[src/sv/assert_macros.svh]
// ----------------------------------------------------------------------------
// assert_macros.svh
// Assertion shorthands; clocked on i_clk, held off during i_rst_n low.
// ----------------------------------------------------------------------------
`ifndef ASSERT_MACROS_SVH
`define ASSERT_MACROS_SVH

// Check that the consequent holds in the same cycle as the antecedent.
`define AST_IMPLY(lbl, ante, cons) \
    lbl: assert property (@(posedge i_clk) disable iff (!i_rst_n) (ante) |-> (cons)) \
        else $error("implication check failed");

// Check that the expression is never true.
`define AST_NEVER(lbl, expr) \
    lbl: assert property (@(posedge i_clk) disable iff (!i_rst_n) !(expr)) \
        else $error("forbidden condition seen");

`endif

[src/sv/rtpe_pkg.sv]
// ----------------------------------------------------------------------------
// rtpe_pkg
// Types, character codes, register name table and encoder helpers for the
// R-type operand parser.
// ----------------------------------------------------------------------------
package rtpe_pkg;

    typedef struct packed {
        logic [7:0] char_code;
        logic       line_start;
        logic [2:0] operation;
    } t_item;

    typedef struct packed {
        logic [1:0]  status;
        logic [31:0] instr_word;
        logic [4:0]  dest_reg;
        logic [4:0]  src1_reg;
        logic [4:0]  src2_reg;
    } t_result;

    typedef struct packed {
        logic       hit;
        logic [4:0] num;
    } t_lookup;

    typedef enum logic [6:0] {
        PH_IDLE  = 7'b0000001,
        PH_TOK1  = 7'b0000010,
        PH_GAP1  = 7'b0000100,
        PH_TOK2  = 7'b0001000,
        PH_GAP2  = 7'b0010000,
        PH_TOK3  = 7'b0100000,
        PH_TRAIL = 7'b1000000
    } t_phase;

    localparam logic [1:0] ST_FAIL = 2'd0;
    localparam logic [1:0] ST_OK   = 2'd1;
    localparam logic [1:0] ST_NUL  = 2'd2;
    localparam logic [1:0] ST_CMT  = 2'd3;

    localparam logic [2:0] OP_ADD = 3'd0;
    localparam logic [2:0] OP_SUB = 3'd1;
    localparam logic [2:0] OP_XOR = 3'd2;
    localparam logic [2:0] OP_OR  = 3'd3;
    localparam logic [2:0] OP_AND = 3'd4;
    localparam logic [2:0] OP_SLL = 3'd5;
    localparam logic [2:0] OP_SRL = 3'd6;
    localparam logic [2:0] OP_SRA = 3'd7;

    localparam logic [6:0] OPC_OP   = 7'b0110011;
    localparam logic [6:0] F7_BASE  = 7'b0000000;
    localparam logic [6:0] F7_ALT   = 7'b0100000;

    localparam logic [7:0] CH_NUL   = 8'h00;
    localparam logic [7:0] CH_NL    = 8'h0a;
    localparam logic [7:0] CH_SPACE = 8'h20;
    localparam logic [7:0] CH_COMMA = 8'h2c;
    localparam logic [7:0] CH_SEMI  = 8'h3b;
    localparam logic [7:0] CH_EOF   = 8'hff;
    localparam logic [7:0] CH_X     = 8'h78;

    // Token bytes packed first byte lowest, unused bytes zero.
    localparam logic [31:0] NAME_ZERO = 32'h6f72657a;
    localparam logic [31:0] NAME_FP   = 32'h00007066;

    localparam logic [31:0] ABI_NAMES [32] = '{
        32'h6f72657a, 32'h00006172, 32'h00007073, 32'h00007067,
        32'h00007074, 32'h00003074, 32'h00003174, 32'h00003274,
        32'h00003073, 32'h00003173, 32'h00003061, 32'h00003161,
        32'h00003261, 32'h00003361, 32'h00003461, 32'h00003561,
        32'h00003661, 32'h00003761, 32'h00003273, 32'h00003373,
        32'h00003473, 32'h00003573, 32'h00003673, 32'h00003773,
        32'h00003873, 32'h00003973, 32'h00303173, 32'h00313173,
        32'h00003374, 32'h00003474, 32'h00003574, 32'h00003674
    };

    function automatic logic is_digit(input logic [7:0] c);
        return (c >= 8'h30) && (c <= 8'h39);
    endfunction

    // Map a held token to a register number.
    function automatic t_lookup reg_lookup(input logic [31:0] tok);
        t_lookup    res;
        logic [7:0] b0;
        logic [7:0] b1;
        logic [7:0] b2;
        logic [7:0] b3;
        logic [5:0] two;
        b0  = tok[7:0];
        b1  = tok[15:8];
        b2  = tok[23:16];
        b3  = tok[31:24];
        two = 6'(b1[1:0]) * 6'd10 + 6'(b2[3:0]);
        res = '0;
        for (int i = 31; i >= 0; i--) begin
            if (tok == ABI_NAMES[i]) begin
                res.hit = 1'b1;
                res.num = 5'(i);
            end
        end
        if (!res.hit) begin
            if (tok == NAME_FP) begin
                res.hit = 1'b1;
                res.num = 5'd8;
            end else if (b0 == CH_X && is_digit(b1) && b2 == 8'h00 && b3 == 8'h00) begin
                res.hit = 1'b1;
                res.num = 5'(b1[3:0]);
            end else if (b0 == CH_X && b1 >= 8'h31 && b1 <= 8'h33 && is_digit(b2)
                         && b3 == 8'h00 && two <= 6'd31) begin
                res.hit = 1'b1;
                res.num = two[4:0];
            end
        end
        return res;
    endfunction

    function automatic logic [2:0] funct3_of(input logic [2:0] op);
        logic [2:0] f;
        case (op)
            OP_ADD:  f = 3'd0;
            OP_SUB:  f = 3'd0;
            OP_XOR:  f = 3'd4;
            OP_OR:   f = 3'd6;
            OP_AND:  f = 3'd7;
            OP_SLL:  f = 3'd1;
            OP_SRL:  f = 3'd5;
            OP_SRA:  f = 3'd5;
            default: f = 3'd0;
        endcase
        return f;
    endfunction

    function automatic logic [6:0] funct7_of(input logic [2:0] op);
        logic [6:0] f;
        case (op)
            OP_SUB:  f = F7_ALT;
            OP_SRA:  f = F7_ALT;
            default: f = F7_BASE;
        endcase
        return f;
    endfunction

    function automatic logic [31:0] encode_word(input logic [2:0] op, input logic [4:0] rd,
                                                input logic [4:0] rs1, input logic [4:0] rs2);
        return {funct7_of(op), rs2, rs1, funct3_of(op), rd, OPC_OP};
    endfunction

endpackage

[src/sv/rtpe_in_stage.sv]
// ----------------------------------------------------------------------------
// rtpe_in_stage
// Input register: holds one accepted byte item until the parser takes it.
// ----------------------------------------------------------------------------
module rtpe_in_stage import rtpe_pkg::*; (
    input  logic  i_clk,
    input  logic  i_rst_n,
    input  logic  i_valid,
    output logic  o_ready,
    input  t_item i_item,
    input  logic  i_take,
    output logic  o_valid,
    output t_item o_item
);

    logic  r_valid;
    t_item r_item;

    assign o_ready = !r_valid || i_take;
    assign o_valid = r_valid;
    assign o_item  = r_item;

    always_ff @(posedge i_clk) begin
        if (!i_rst_n) begin
            r_valid <= 1'b0;
        end else if (o_ready) begin
            r_valid <= i_valid;
        end
    end

    always_ff @(posedge i_clk) begin
        if (i_valid && o_ready) begin
            r_item <= i_item;
        end
    end

endmodule

[src/sv/rtpe_parse_core.sv]
// ----------------------------------------------------------------------------
// rtpe_parse_core
// Per-byte operand parser: token collection, name match, separator and
// trailing byte checks, and instruction encoding on a successful verdict.
// ----------------------------------------------------------------------------
module rtpe_parse_core import rtpe_pkg::*; (
    input  logic    i_clk,
    input  logic    i_rst_n,
    input  logic    i_fire,
    input  t_item   i_item,
    output logic    o_emit,
    output t_result o_result
);

    t_phase      r_phase;
    t_phase      n_phase;
    logic [31:0] r_tok;
    logic [31:0] n_tok;
    logic [2:0]  r_len;
    logic [2:0]  n_len;
    logic [4:0]  r_dest;
    logic [4:0]  n_dest;
    logic [4:0]  r_src1;
    logic [4:0]  n_src1;
    logic [4:0]  r_rs2;
    logic [4:0]  n_rs2;
    logic [2:0]  r_op;
    logic [2:0]  n_op;

    t_phase      e_phase;
    logic [31:0] e_tok;
    logic [2:0]  e_len;
    logic [7:0]  ch;
    t_lookup     lk;
    logic [31:0] app_tok;
    logic [2:0]  app_len;
    logic        app_bad;
    logic        fail;
    logic        trail;
    logic        ok;
    logic [4:0]  trail_rs2;
    logic [1:0]  ok_status;

    // Line start restarts the parse before the byte is looked at.
    assign ch      = i_item.char_code;
    assign e_phase = i_item.line_start ? PH_TOK1 : r_phase;
    assign e_tok   = i_item.line_start ? '0 : r_tok;
    assign e_len   = i_item.line_start ? '0 : r_len;
    assign lk      = reg_lookup(e_tok);

    always_comb begin
        app_tok = e_tok;
        case (e_len[1:0])
            2'd0:    app_tok[7:0]   = ch;
            2'd1:    app_tok[15:8]  = ch;
            2'd2:    app_tok[23:16] = ch;
            2'd3:    app_tok[31:24] = ch;
            default: app_tok = e_tok;
        endcase
        app_len = e_len + 3'd1;
        // A fifth byte, or a four-byte token other than zero, is too long.
        app_bad = e_len[2] || (app_len == 3'd4 && app_tok != NAME_ZERO);
    end

    always_comb begin
        n_phase   = e_phase;
        n_tok     = e_tok;
        n_len     = e_len;
        n_dest    = r_dest;
        n_src1    = r_src1;
        n_rs2     = r_rs2;
        n_op      = i_item.line_start ? i_item.operation : r_op;
        fail      = 1'b0;
        trail     = 1'b0;
        ok        = 1'b0;
        trail_rs2 = r_rs2;
        ok_status = ST_OK;

        case (e_phase)
            PH_TOK1, PH_TOK2: begin
                if (ch == CH_COMMA) begin
                    if (!lk.hit) begin
                        fail = 1'b1;
                    end else begin
                        if (e_phase == PH_TOK1) begin
                            n_dest  = lk.num;
                            n_phase = PH_GAP1;
                        end else begin
                            n_src1  = lk.num;
                            n_phase = PH_GAP2;
                        end
                        n_tok = '0;
                        n_len = '0;
                    end
                end else if (ch == CH_NUL || ch == CH_NL || ch == CH_EOF || app_bad) begin
                    fail = 1'b1;
                end else begin
                    n_tok = app_tok;
                    n_len = app_len;
                end
            end
            PH_GAP1, PH_GAP2: begin
                if (ch != CH_SPACE) begin
                    fail = 1'b1;
                end else begin
                    n_phase = (e_phase == PH_GAP1) ? PH_TOK2 : PH_TOK3;
                end
            end
            PH_TOK3: begin
                if (ch == CH_NL || ch == CH_SPACE || ch == CH_NUL || ch == CH_SEMI) begin
                    if (!lk.hit) begin
                        fail = 1'b1;
                    end else begin
                        n_rs2     = lk.num;
                        n_len     = '0;
                        n_phase   = PH_TRAIL;
                        trail     = 1'b1;
                        trail_rs2 = lk.num;
                    end
                end else if (app_bad) begin
                    fail = 1'b1;
                end else begin
                    n_tok = app_tok;
                    n_len = app_len;
                end
            end
            PH_TRAIL: begin
                trail = 1'b1;
            end
            default: begin
                n_phase = PH_IDLE;
            end
        endcase

        if (trail) begin
            if (ch == CH_NL || ch == CH_EOF) begin
                ok = 1'b1;
                ok_status = ST_OK;
            end else if (ch == CH_NUL) begin
                ok = 1'b1;
                ok_status = ST_NUL;
            end else if (ch == CH_SEMI) begin
                ok = 1'b1;
                ok_status = ST_CMT;
            end else if (ch != CH_SPACE) begin
                fail = 1'b1;
            end
        end

        if (fail || ok) begin
            n_phase = PH_IDLE;
        end
    end

    always_comb begin
        o_emit   = i_fire && (fail || ok);
        o_result = '0;
        if (ok) begin
            o_result.status     = ok_status;
            o_result.instr_word = encode_word(n_op, r_dest, r_src1, trail_rs2);
            o_result.dest_reg   = r_dest;
            o_result.src1_reg   = r_src1;
            o_result.src2_reg   = trail_rs2;
        end
    end

    always_ff @(posedge i_clk) begin
        if (!i_rst_n) begin
            r_phase <= PH_IDLE;
            r_tok   <= '0;
            r_len   <= '0;
            r_dest  <= '0;
            r_src1  <= '0;
            r_rs2   <= '0;
            r_op    <= '0;
        end else if (i_fire) begin
            r_phase <= n_phase;
            r_tok   <= n_tok;
            r_len   <= n_len;
            r_dest  <= n_dest;
            r_src1  <= n_src1;
            r_rs2   <= n_rs2;
            r_op    <= n_op;
        end
    end

endmodule

[src/sv/rtpe_out_stage.sv]
// ----------------------------------------------------------------------------
// rtpe_out_stage
// Result register: holds one result item until the consumer takes it.
// ----------------------------------------------------------------------------
module rtpe_out_stage import rtpe_pkg::*; (
    input  logic    i_clk,
    input  logic    i_rst_n,
    input  logic    i_load,
    input  t_result i_result,
    output logic    o_free,
    output logic    o_valid,
    input  logic    i_ready,
    output t_result o_result
);

    logic    r_valid;
    t_result r_result;

    assign o_free   = !r_valid || i_ready;
    assign o_valid  = r_valid;
    assign o_result = r_result;

    always_ff @(posedge i_clk) begin
        if (!i_rst_n) begin
            r_valid <= 1'b0;
        end else if (o_free) begin
            r_valid <= i_load;
        end
    end

    always_ff @(posedge i_clk) begin
        if (i_load && o_free) begin
            r_result <= i_result;
        end
    end

endmodule

[src/sv/r_type_operand_parse_encode_top.sv]
// ----------------------------------------------------------------------------
// r_type_operand_parse_encode_top
// Parse state updates in a single pass; results wait in the result register.
// Throughput: one byte item per cycle, only while the input register advances.
// The input register advances whenever the result register is free or being taken.
// Reset: synchronous active-low; parser idles until a line start, both stages empty.
// ----------------------------------------------------------------------------
`include "assert_macros.svh"

module r_type_operand_parse_encode_top import rtpe_pkg::*; (
    input  logic    i_clk,
    input  logic    i_rst_n,
    input  logic    i_valid,
    output logic    o_ready,
    input  t_item   i_item,
    output logic    o_valid,
    input  logic    i_ready,
    output t_result o_result
);

    logic    stg_valid;
    t_item   stg_item;
    logic    out_free;
    logic    fire;
    logic    emit;
    t_result core_result;
    logic    res_fail;
    logic    res_ok;

    assign fire = stg_valid && out_free;

    rtpe_in_stage u_in (
        .i_clk   (i_clk),
        .i_rst_n (i_rst_n),
        .i_valid (i_valid),
        .o_ready (o_ready),
        .i_item  (i_item),
        .i_take  (fire),
        .o_valid (stg_valid),
        .o_item  (stg_item)
    );

    rtpe_parse_core u_core (
        .i_clk    (i_clk),
        .i_rst_n  (i_rst_n),
        .i_fire   (fire),
        .i_item   (stg_item),
        .o_emit   (emit),
        .o_result (core_result)
    );

    rtpe_out_stage u_out (
        .i_clk    (i_clk),
        .i_rst_n  (i_rst_n),
        .i_load   (emit),
        .i_result (core_result),
        .o_free   (out_free),
        .o_valid  (o_valid),
        .i_ready  (i_ready),
        .o_result (o_result)
    );

    assign res_fail = o_valid && (o_result.status == ST_FAIL);
    assign res_ok   = o_valid && (o_result.status != ST_FAIL);

    `AST_NEVER(a_fail_zero, res_fail && (o_result.instr_word != '0 || o_result.dest_reg != '0))
    `AST_IMPLY(a_ok_opcode, res_ok, o_result.instr_word[6:0] == OPC_OP)
    `AST_IMPLY(a_ok_dest, res_ok, o_result.instr_word[11:7] == o_result.dest_reg)
    `AST_IMPLY(a_ok_src2, res_ok, o_result.instr_word[24:20] == o_result.src2_reg)

endmodule
[config.mk]
export PLATFORM = sky130hd
export DESIGN_NAME = r_type_operand_parse_encode_top
export DESIGN_NICKNAME = d
export VERILOG_FILES = /design/src/sv/rtpe_pkg.sv /design/src/sv/rtpe_in_stage.sv /design/src/sv/rtpe_parse_core.sv /design/src/sv/rtpe_out_stage.sv /design/src/sv/r_type_operand_parse_encode_top.sv
export VERILOG_INCLUDE_DIRS = /design/src /design/src/sv
export SDC_FILE = /design/constraint.sdc
export NUM_CORES = 1
export LEC_CHECK = 0
export ABC_AREA = 1
export BUFFER_PORTS_ARGS = -buffer_cell sky130_fd_sc_hd__buf_2
export CAP_MARGIN = 20
export CORE_ASPECT_RATIO = 0.75
export CORE_MARGIN = 3
export CORE_UTILIZATION = 46
export DETAILED_ROUTE_END_ITERATION = 8
export PLACE_DENSITY = 0.67
export SYNTH_ARGS = -nofsm -noshare
export SYNTH_HDL_FRONTEND = slang
export SYNTH_SLANG_ARGS = --single-unit
[constraint.sdc]
create_clock -name i_clk -period 3.3 [get_ports i_clk]
set_clock_uncertainty 0.1 [all_clocks]
set_input_delay 0.165 -clock i_clk [delete_from_list [all_inputs] [get_ports i_clk]]
set_output_delay 0.165 -clock i_clk [all_outputs]
set_load 0.05 [all_outputs]
==> impl_results.md, run 1 <==
- Status: finished, violations left
- Failing checks: setup timing
- Mapped Area: around 7600 um2
- Commonest non-fill, non-tap cells in the layout: 214 x buf_4, 200 x nand2_1, 130 x inv_1
- Die area: between 15,000 and 20,000 um2
- Ratio of final minimum period to clock period: 1.02
- IO Port Bufs: 57
- Finish-stage setup viols: 33
- Worst-path maximum fanout: 18
- Ranking of synthesized cells by area: dfxtp_1 16%, edfxtp_1 13%, nand2_1 11%
- Final GP Congestion: around 0.98
- Non-filler cells, final: approximately 1.6k
- Clock-pin slew on the worst setup and hold paths: approximately 70 ps
- Total GRT Usage: 0.275
- Post-route DRC: 0
- Req. time, crit path: 3270 ps
- WHS Endpoint: u_out.o_valid
- Pwr dens: 280 nW/um2
- Horiz. Die Dim: 154 um
- Routed vias: between 9k and 10k
- CTS tree: built
- Cell depth of the worst min-delay path: 4
- DP Worst Slack: -247 ps
- Vias in the first global route: 7,878
- Filler Cell Count: roughly 1.3k
- Routed wire length: roughly 27,000 um
- Max Slew Vio Count: 0
- Fin crit period: roughly 3400 ps
- Nets: around 1.4k
- Total CTS buffers: 9
- Syn avg cell area: 6.62 um2
- Initial Utilization: 0.472
- Fraction of registers with async set/reset: 0
- Initial antenna violation count: 0
- Hpwl dp: ~18,000 um
- Hold WC Path Type: in -> reg
- Hold_sp: i_ready
- Pwr Total: approximately 3.1 mW
- Reg-to-reg startpoint: u_in.o_item[3]
- Placed Cells: between 1.5k and 2k
- Post-synth EDFFs: 34
- Pleak: approximately 4.6 nW
- Relative slew margins: 0.484
- Hold Fails Final Rpt: 0
- Post-synth top flop: dfxtp_1
- Clk sinks: 96
- Placed Area: 9470 um2
- Unrepaired setup endpoints after global routing: yes
- N_diodes: 0
- TritonRoute pass-1 iters: 6
- Syn Inst Count: between 1k and 1.5k
- Chip Height: ~120 um
- Reg2reg setup slack: -80 ps
- Count of cell types in the netlist: 57
- Post-synth top area share: 0.163
- FP Rows: 40
- Crit. End Element: flip-flop
- Gr ovfl total: 0
- Layout area overhead: 46.3%
- Root Driver: clkbuf_16
- 1st-iter DRT viols: 1,006
- Crit Path Class: reg -> reg
- Max Clock Freq: 296 MHz
- Count of boundary I/O pins: 67
- Fraction of layout instances using a drive strength above 1: 0.372
- Worst flop-to-flop path endpoint: u_out.o_result[10]
- Clk_lat worst skew: about 350 ps
- Final WS setup: -79.2 ps
- Setup crit start kind: flip-flop
- Worst Reg-to-Reg Cells: 21
- Largest net degree at the start of global routing: 65
- Worst slew pin tran: 773 ps
- Fin area: between 10,000 and 15,000 um2
- CTS Buffer Depth: 2
- Leading cell type in the layout, fill and taps excluded: buf_4
- VDD IR max: approximately 0.00024 V
- Core Region: about 16,000 um2
- First-pass GRT wire length: 40,900 um
- WL per Instance: 17.0 um
- Synth Register Bits: 96
- H-tree depth: 3
- Fin util: 0.690
- Vias per Instance: around 5.6
- Post-route ant nets: 0
- Yosys top cell by area: dfxtp_1
- Number of synthesis warnings: 0
- Register area share after synthesis: 0.298
- Critical path arrival: around 3400 ps
- Max_cap viols: 0
[per-stage QoR]
step           hold WS [ps]  TNS (ps)
6_report               22.0     -1180
5_1_grt                30.0    -11460
4_1_cts                16.0      -514
3_5_place_dp            243    -15270
3_3_place_gp            242    -11040
2_1_floorplan           164     -2380
[flip-flops by register name, indices dropped and copies added, names as in the netlist]
name,cells
u_core.r_dest,5
u_core.r_src1,5
u_out.o_result,22
u_in.o_valid,1
u_out.o_valid,1
u_core.r_op,3
u_core.r_rs2,5
u_core.r_tok,32
u_core.r_phase,7
u_in.o_item,12
u_core.r_len,3
[how the worst max path moves through the flow]
stage | to | slack, ps | from
2_1_floorplan | u_out.o_result[0] | -110 | u_in.o_item[3]
3_3_place_gp | u_core.r_phase[0] | -200 | u_in.o_item[3]
3_5_place_dp | u_out.o_result[7] | -250 | u_in.o_item[3]
4_1_cts | u_out.o_result[39] | -60 | u_in.o_item[3]
5_1_grt | u_core.r_tok[26] | -220 | u_in.o_item[3]
6_report | u_out.o_result[10] | -80 | u_in.o_item[3]
[critical path, cell delays in order, from the launching register on]
cell and delay, ps:
edfxtp_1 370, buf_8 180, inv_16 80, nand2_8 80, inv_2 40, buf_4 140
nand2_1 170, inv_2 60, nand2_1 100, nand2_2 90, o31ai_4 290, nand3_2 150
nor2_4 170, nand3_4 120, buf_6 150, nand2_4 60, nand2_4 50, o22ai_4 180
nor2_4 70, nor2_4 150, buf_12 130, buf_16 120
[layout make-up]
class | instances | area, um2 | area share
clock buffers | 9 | 225 | 0.0203
clock inverters | 7 | 67.6 | 0.00608
flip-flops and latches | 96 | 2260 | 0.203
repair buffers | 309 | 2460 | 0.221
repair inverters | 2 | 41.3 | 0.00371
multi-input cells | 826 | 5180 | 0.466
inverters | 156 | 617 | 0.0555
well taps | 210 | 263 | 0.0236
[cell families after synthesis]
logic type	after synthesis	share of synthesized area
AND/OR/NAND/NOR	500	0.311
multiplexers	2	0.00263
adder cells (fa/ha/maj)	7	0.0115
flip-flops	96	0.298
XOR/XNOR	3	0.00346
buffers and inverters	233	0.137
AO/OA/AOI/OAI	305	0.237
other	1	0.000494
[synthesized netlist by cell type (2+ instances only)]
library cell	count
a211oi_1	8
a21boi_0	3
a21oi_1	66
a41oi_1	32
and2_1	3
buf_2	3
buf_4	33
buf_6	4
clkbuf_1	36
dfxtp_1	62
edfxtp_1	34
ha_1	7
inv_1	137
inv_2	16
mux2i_1	2
nand2_1	229
nand2_2	16
nand2_4	4
nand3_1	50
nand3_2	2
nand3_4	2
nand3b_1	2
nand4_1	26
nor2_1	100
nor2_2	10
nor2_4	5
nor2_8	2
nor3_1	20
nor3_2	3
nor4_1	18
o2111ai_1	2
o211ai_1	8
o21a_1	16
o21ai_0	123
o21ai_1	33
o22ai_1	4
or2_2	4
xor2_1	3
[per-layer routing]
metal,GRT usage,vias up,share of wire
met3,0.0421,49,0.087
met5,0,-,0
met1,0.414,4151,0.45
met2,0.414,460,0.45
li1,-,4383,-
met4,0.0645,0,0.018
[report_power, final]
part           switching (mW)  internal, mW  leakage [nW]  total, mW
sequential             0.0524          1.27         0.779       1.32
combinational           0.457         0.291          3.72      0.748
clock                   0.514         0.529         0.145       1.04
total                    1.02          2.09          4.64       3.11
[what timing repair did]
item	4_1_cts	5_1_grt
hold endpoints to repair	13	0
setup endpoints to repair	94	98
cloned	2	2
hold buffers	13	0
buffers inserted	17	20
pin swaps	4	49
resized for setup	79	146
Power figures use the tool's default switching activity.
==> run 2, diff against run 1 <==
--- a/config.mk
+++ b/config.mk
@@ -7,13 +7,13 @@
 export NUM_CORES = 1
 export LEC_CHECK = 0
 export ABC_AREA = 1
-export BUFFER_PORTS_ARGS = -buffer_cell sky130_fd_sc_hd__buf_2
 export CAP_MARGIN = 20
 export CORE_ASPECT_RATIO = 0.75
 export CORE_MARGIN = 3
 export CORE_UTILIZATION = 46
 export DETAILED_ROUTE_END_ITERATION = 8
-export PLACE_DENSITY = 0.67
+export DONT_BUFFER_PORTS = 1
+export MAX_ROUTING_LAYER = met4
 export SYNTH_ARGS = -nofsm -noshare
 export SYNTH_HDL_FRONTEND = slang
 export SYNTH_SLANG_ARGS = --single-unit
==> impl_results.md, run 2 (synthesis results as in run 1) <==
- CP max-delay cell: edfxtp_1
- Hold_sp: i_rst_n
- Fin area: 12,100 um2 (+8.7%)
- Clk_lat worst skew: 350 ps (about the same)
- N_diodes: 0 (unchanged)
- Crit-path cells: buf_6 > nor2_4 > inv_4 > ha_4 > buf_16 > o21a_1 > nor4_2 > nand2_1 > nor2_2 > nand2_1 > nand2_2 > nand2_2 > buf_4 > nor2_4 > buf_4 > xor2_1 > nand3_1 > o21ai_1 > o21ai_1 > inv_1
- Initial antenna violation count: 0 (unchanged)
- Max Slew Vio Count: 0 (unchanged)
- Failing checks: setup timing
- Leading cell type in the layout, fill and taps excluded: buf_4
- Core Region: 16,100 um2 (unchanged)
- IO Port Bufs: 0 (-100%)
- Final GP Congestion: 0.953 (-2.9%)
- Clock-pin slew on the worst setup and hold paths: 70 ps (about the same)
- Initial Utilization: 0.472 (unchanged)
- Setup crit start kind: flip-flop
- Pleak: 5.11 nW (+10%)
- DP Worst Slack: -515 ps (-269 ps)
- Max reg flops: 32 (unchanged)
- Largest net degree at the start of global routing: 65 (unchanged)
- Crit Path Class: reg -> reg
- Fraction of layout instances using a drive strength above 1: 0.426 (+0.0542)
- Total CTS buffers: 9 (unchanged)
- Commonest non-fill, non-tap cells in the layout: 264 x buf_4, 179 x nand2_1, 129 x inv_1
- Unrepaired setup endpoints after global routing: yes
- Finish-stage setup viols: 64 (+94%)
- Worst path bufs/invs: 6 (-2)
- Req. time, crit path: 3500 ps (+230 ps)
- CTS tree: built
- TritonRoute pass-1 iters: 5 (-1)
- Post-route ant nets: 0 (unchanged)
- Worst-path maximum fanout: 7 (-11)
- Horiz. Die Dim: 154 um (unchanged)
- Reg-to-reg startpoint: u_in.o_item[3]
- Most used routing layer: met2
- Post-route DRC: 0 (unchanged)
- Relative slew margins: 0.386 (-0.0980)
- FP Rows: 40 (unchanged)
- Vias per Instance: 5.76 (+2.8%)
- Routed wire length: 30,500 um (+11%)
- Worst slew pin tran: 923 ps (+150 ps)
- Sw Share: 0.298 (-0.0316)
- Fin crit period: 3500 ps (+118 ps)
- Routed vias: 9,461 (+4.6%)
- Routing usage on met2: 0.455 (+0.0409)
- First-pass GRT wire length: 44,500 um (+8.8%)
- Clock Power Share: 0.374 (+0.038)
- Internal power: 2.46 mW (+18%)
- Switching power: 1.04 mW (+2.0%)
- Gate power share: 0.250 (+0.009)
- Non-filler cells, final: 1,643 (+1.7%)
- Max_cap viols: 0 (unchanged)
- Gr ovfl total: 0 (unchanged)
- 1st-iter DRT viols: 1,021 (+1.5%)
- Nets: 1,451 (+2.0%)
- Clk sinks: 96 (unchanged)
- Count of boundary I/O pins: 67 (unchanged)
- CTS Buffer Depth: 2 (unchanged)
- Critical path arrival: 3700 ps (+350 ps)
- Fin util: 0.750 (+0.0601)
- Die area: 18,100 um2 (unchanged)
- Hpwl dp: 19,200 um (+6.1%)
- H-tree depth: 3 (unchanged)
- Crit-path max cell delay: 450 ps (+80 ps)
- Crit. Startpoint: u_in.o_item[3]
- Pwr dens: 290 nW/um2 (+3.8%)
- Placed Cells: 1,558 (+0.65%)
- Placed Area: 9700 um2 (+2.4%)
- Layout area overhead: 59.0%
- Met1 GRT Util: 0.445 (+0.0311)
- Root Driver: clkbuf_16
- Total GRT Usage: 0.311 (+0.0359)
- Max Clock Freq: 286 MHz (-3.4%)
- WL per Instance: 18.5 um (+9.1%)
- Status: finished, violations left
- Worst path top cell family by delay: simple AND/OR/NAND/NOR gates
- Hold WC Path Type: in -> reg
- Chip Height: 117 um (unchanged)
- Crit. End Element: flip-flop
- Vias in the first global route: 8,335 (+5.8%)
- Hold Fails Final Rpt: 0 (unchanged)
- Register share of total power: 0.376 (-0.048)
- Final WS setup: -197 ps (-118 ps)
- VDD IR max: 0.000258 V (+6.5%)
- Global routing met3 resource utilization: 0.0634 (+0.0214)
- Pwr Total: 3.51 mW (+13%)
- Most flop-heavy register: u_core.r_tok
- Ratio of final minimum period to clock period: 1.06 (+0.0357)
## run 2: final timing paths
check                           to  slack, ps  depth (start not counted)
setup reg to reg   u_core.r_len[0]       -200                         20
hold / removal    u_core.r_dest[3]         50                          3
hold reg to reg   u_core.r_dest[4]        360                          2
setup / recovery   u_core.r_len[0]       -200                         20
## run 2: worst register-to-register path, cell delays in order, from the launching register on
cell	delay (ps)
edfxtp_1	450
buf_6	160
nor2_4	200
inv_4	60
ha_4	190
buf_16	150
o21a_1	190
nor4_2	350
nand2_1	120
nor2_2	140
nand2_1	90
nand2_2	80
nand2_2	60
buf_4	140
nor2_4	210
buf_4	150
xor2_1	210
nand3_1	150
o21ai_1	110
o21ai_1	80
inv_1	50
## run 2: through the flow
stage	hold slack, ps	TNS [ps]
finish	54.8	-8980
global route	56.7	-17240
CTS	58.3	-1990
detailed placement	164	-23780
global placement	164	-19750
floorplan	164	-2380
## run 2: cell type report
type,count,area [um2]
multi-input cells,829,5500
repair inverters,1,16.3
flip-flops and latches,96,2260
clock buffers,10,229
repair buffers,335,3040
well taps,210,263
inverters,156,636
clock inverters,6,138
fillers,1152,4030
## run 2: repair_timing
action,CTS,global route
cloned,6,7
setup endpoints to repair,89,100
hold endpoints to repair,55,0
buffers inserted,27,19
pin swaps,18,86
hold buffers,15,0
gates resized for setup,100,265
## run 2: per-layer routing
| metal | up-vias | wire [um] |
|---|---|---|
| met2 | 516 | 13600 |
| met1 | 4416 | 13100 |
| met5 | - | 0 |
| li1 | 4449 | - |
| met4 | 0 | 787 |
| met3 | 80 | 2930 |
## run 2: power groups by stage
stage          Clock [mW]  Combinational, mW  Sequential, mW
3_3_place_gp            0              0.639            1.34
2_1_floorplan           0              0.374            1.33
3_5_place_dp            0              0.643            1.34
5_1_grt              1.37              0.932            1.32
6_report             1.31              0.878            1.32
4_1_cts              1.32              0.736            1.31
==> run 3, diff against run 2 <==
--- a/config.mk
+++ b/config.mk
@@ -16,4 +16,5 @@
 export MAX_ROUTING_LAYER = met4
 export SYNTH_ARGS = -nofsm -noshare
 export SYNTH_HDL_FRONTEND = slang
+export SYNTH_HIERARCHICAL = 1
 export SYNTH_SLANG_ARGS = --single-unit
==> impl_results.md, run 3 <==
- Hpwl dp: 20,400 um (+6.1%)
- Setup crit start kind: flip-flop
- Critical path arrival: 3820 ps (+120 ps)
- Clk sinks: 123 (+28%)
- Unrepaired setup endpoints after global routing: yes
- Post-route ant nets: 0 (unchanged)
- Largest family of logic cells by synthesized area: simple AND/OR/NAND/NOR gates
- Max Clock Freq: 268 MHz (-6.3%)
- Total GRT Usage: 0.326 (+0.0146)
- Core Region: 17,800 um2 (+10%)
- Worst path top cell family by delay: simple AND/OR/NAND/NOR gates
- Horiz. Die Dim: 162 um (+4.8%)
- Gr ovfl total: 0 (unchanged)
- Crit path capture: u_out/o_result[23]
- Chip Height: 123 um (+4.7%)
- Syn avg cell area: 7.09 um2 (+7.0%)
- Commonest non-fill, non-tap cells in the layout: 274 x buf_4, 154 x nand2_1, 143 x inv_1
- Crit Path Class: reg -> reg
- Post-route DRC: 0 (unchanged)
- Routed vias: 10.1k (+6.7%)
- TritonRoute pass-1 iters: 7 (+2)
- Routed wire length: 33,900 um (+11%)
- Fraction of layout instances using a drive strength above 1: 0.422 (-0.00375)
- Reg2reg setup slack: -430 ps (-230 ps)
- Synth Register Bits: 123 (+28%)
- Placed Cells: 1,598 (+2.6%)
- Total CTS buffers: 17 (+8)
- Syn Inst Count: 1,182 (+3.1%)
- Nets: 1,515 (+4.4%)
- Initial Utilization: 0.472 (about the same)
- Worst path bufs/invs: 9 (+3)
- Yosys top cell by area: edfxtp_1
- Non-filler cells, final: 1,747 (+6.3%)
- IO Port Bufs: 0 (unchanged)
- Post-synthesis adder-cell area fraction: 0.0105 (-0.00107)
- FP Rows: 42 (+5.0%)
- Reg-to-reg startpoint: u_in/o_item[3]
- Most common library cells after synthesis: 187 x nand2_1, 157 x inv_1, 115 x nor2_1
- Fraction of registers with async set/reset: 0 (unchanged)
- Final GP Congestion: 0.964 (+1.2%)
- Vias per Instance: 5.78 (+0.32%)
- Crit-path cells: buf_6 > buf_12 > nor2_4 > inv_4 > ha_4 > buf_6 > nand2_2 > o21ai_2 > inv_1 > nand4_1 > nor4_4 > nand2_1 > nand2_2 > nand2_4 > inv_4 > nand2_4 > nor2_4 > o22ai_4 > nor2_4 > nor2_4 > inv_2 > a21oi_4 > buf_12 > clkbuf_16
- Clock-pin slew on the worst setup and hold paths: 60 ps (about the same)
- Worst-path maximum fanout: 8 (+1)
- Most common cell in the netlist: nand2_1
- Final WS setup: -430 ps (-233 ps)
- Hold WC Path Type: in -> reg
- Worst slew pin tran: 887 ps (-35.5 ps)
- Vias in the first global route: 9,158 (+9.9%)
- Max_cap viols: 0 (unchanged)
- Worst flop-to-flop path endpoint: u_out/o_result[23]
- Hold Fails Final Rpt: 0 (unchanged)
- Fin crit period: 3730 ps (+233 ps)
- Ranking of synthesized cells by area: edfxtp_1 22%, dfxtp_1 15%, nand2_1 8.4%
- H-tree depth: 4 (+1)
- Ratio of final minimum period to clock period: 1.13 (+0.0707)
- Count of cell types in the netlist: 52 (-8.8%)
- CTS tree: built
- Post-synth EDFFs: 61 (+79%)
- Cell depth of the worst min-delay path: 2 (-1)
- Number of synthesis warnings: 6 (+6)
- Root Driver: clkbuf_16
- Crit. End Element: flip-flop
- Synth Area in Simple Gates: 0.273 (-0.0373)
- 1st-iter DRT viols: 1,175 (+15%)
- Crit-path max cell delay: 390 ps (-60 ps)
- Failing checks: setup timing
- Layout area overhead: 56.7%
- Req. time, crit path: 3390 ps (-110 ps)
- N_diodes: 0 (unchanged)
- Largest net degree at the start of global routing: 74 (+14%)
- DP Worst Slack: -492 ps (+23.6 ps)
- Post-synth top flop: dfxtp_1
- Status: finished, violations left
- CP max-delay cell: edfxtp_1
- CTS Buffer Depth: 2 (unchanged)
- Leading cell type in the layout, fill and taps excluded: buf_4
- Hold_sp: i_rst_n
- Pleak: 5.59 nW (+9.4%)
- Worst Reg-to-Reg Cells: 24 (+20%)
- Mapped Area: 8380 um2 (+10%)
- First-pass GRT wire length: 49,000 um (+10%)
- Max Slew Vio Count: 0 (unchanged)
- Relative slew margins: 0.408 (+0.0217)
- Post-synthesis mux area share: 0 (-0.00263)
- Pwr dens: 362 nW/um2 (+25%)
- Die area: 19,900 um2 (+9.8%)
- Register area share after synthesis: 0.367 (+0.0691)
- Post-synth top area share: 0.219 (+0.0553)
- Crit. Startpoint: u_in/o_item[3]
- Clk_lat worst skew: 430 ps (+80 ps)
- CP Depth: 24 (+20%)
- Finish-stage setup viols: 103 (+61%)
- Compound-cell area share of the yosys netlist: 0.211 (-0.0253)
- WL per Instance: 19.4 um (+4.6%)
- Initial antenna violation count: 0 (unchanged)
- Count of boundary I/O pins: 67 (unchanged)
- VDD IR max: 0.000352 V (+36%)
- Max reg flops: 49 (+53%)
- Crit-path most repeated cell: nor2_4
- Synth Area in XOR/XNOR: 0.00105 (-0.00241)
-- run 3: final cells by class --
| type | count | area [um2] |
|---|---|---|
| Tap cell | 242 | 303 |
| Sequential cell | 123 | 3070 |
| Inverter | 179 | 716 |
| Clock buffer | 18 | 439 |
| Fill cell | 1299 | 4640 |
| Clock inverter | 14 | 160 |
| Timing Repair Buffer | 360 | 3330 |
| Timing Repair inverter | 2 | 13.8 |
| Multi-Input combinational cell | 809 | 5090 |
-- run 3: through the flow --
stage                     hold slack, ps  power (mW)  instance area, um2  TNS (ps)   util
final                                260        4.75               13100    -30600  0.739
after floorplan                      164        2.15                8510    -31510      -
after global placement               164        2.46               10300    -34070  0.579
after CTS                            177        4.63               12300    -11790  0.694
after global routing                 256        4.89               13100    -45060  0.739
after detailed placement             164        2.47               10300    -34370  0.579
-- run 3: power by group --
group	internal (mW)	leakage, nW	switching, mW
sequential	1.65	0.983	0.0732
clock	1.15	0.298	0.781
combinational	0.490	4.30	0.597
total	3.29	5.59	1.45
-- run 3: how the worst min path moves through the flow --
stage	to	slack, ps
2_1_floorplan	u_in/o_item[0]	160
3_3_place_gp	u_in/o_item[7]	160
3_5_place_dp	u_in/o_item[1]	160
4_1_cts	u_core/r_phase[1]	180
5_1_grt	u_in/o_item[2]	260
6_report	u_core/r_phase[5]	260
-- run 3: cell families (layout without fill, tap and decap cells) --
kind of cell | Yosys count | count (layout)
AO/OA/AOI/OAI | 313 | 313
XOR/XNOR | 1 | 1
adder cells (fa/ha/maj) | 7 | 7
buffers and inverters | 259 | 573
flip-flops | 123 | 123
other | 1 | 9
AND/OR/NAND/NOR | 478 | 479
-- run 3: timing repair --
| item | in CTS | in global routing |
|---|---|---|
| gates resized for setup | 138 | 171 |
| setup buffers | 72 | 31 |
| gates cloned | 8 | 6 |
| hold endpoints to repair | 53 | 0 |
| setup endpoints to repair | 112 | 121 |
| pin swaps | 43 | 58 |
| hold buffers | 18 | 0 |
-- run 3: routing by layer --
metal	track usage	share of wire	up-vias
met4	0.135	0.044	0
met1	0.426	0.41	4714
li1	-	-	4612
met3	0.0891	0.10	141
met2	0.478	0.44	625
met5	-	0	-
-- run 3: worst reg2reg max path: cells and delay by family (launching register included) --
kind | cells | cell delay [ps]
AOI/OAI and AO/OA | 3 | 210
adders and majority gates | 1 | 200
buffers and inverters | 9 | 1150
DFF | 1 | 390
and+or+nand+nor | 11 | 1470
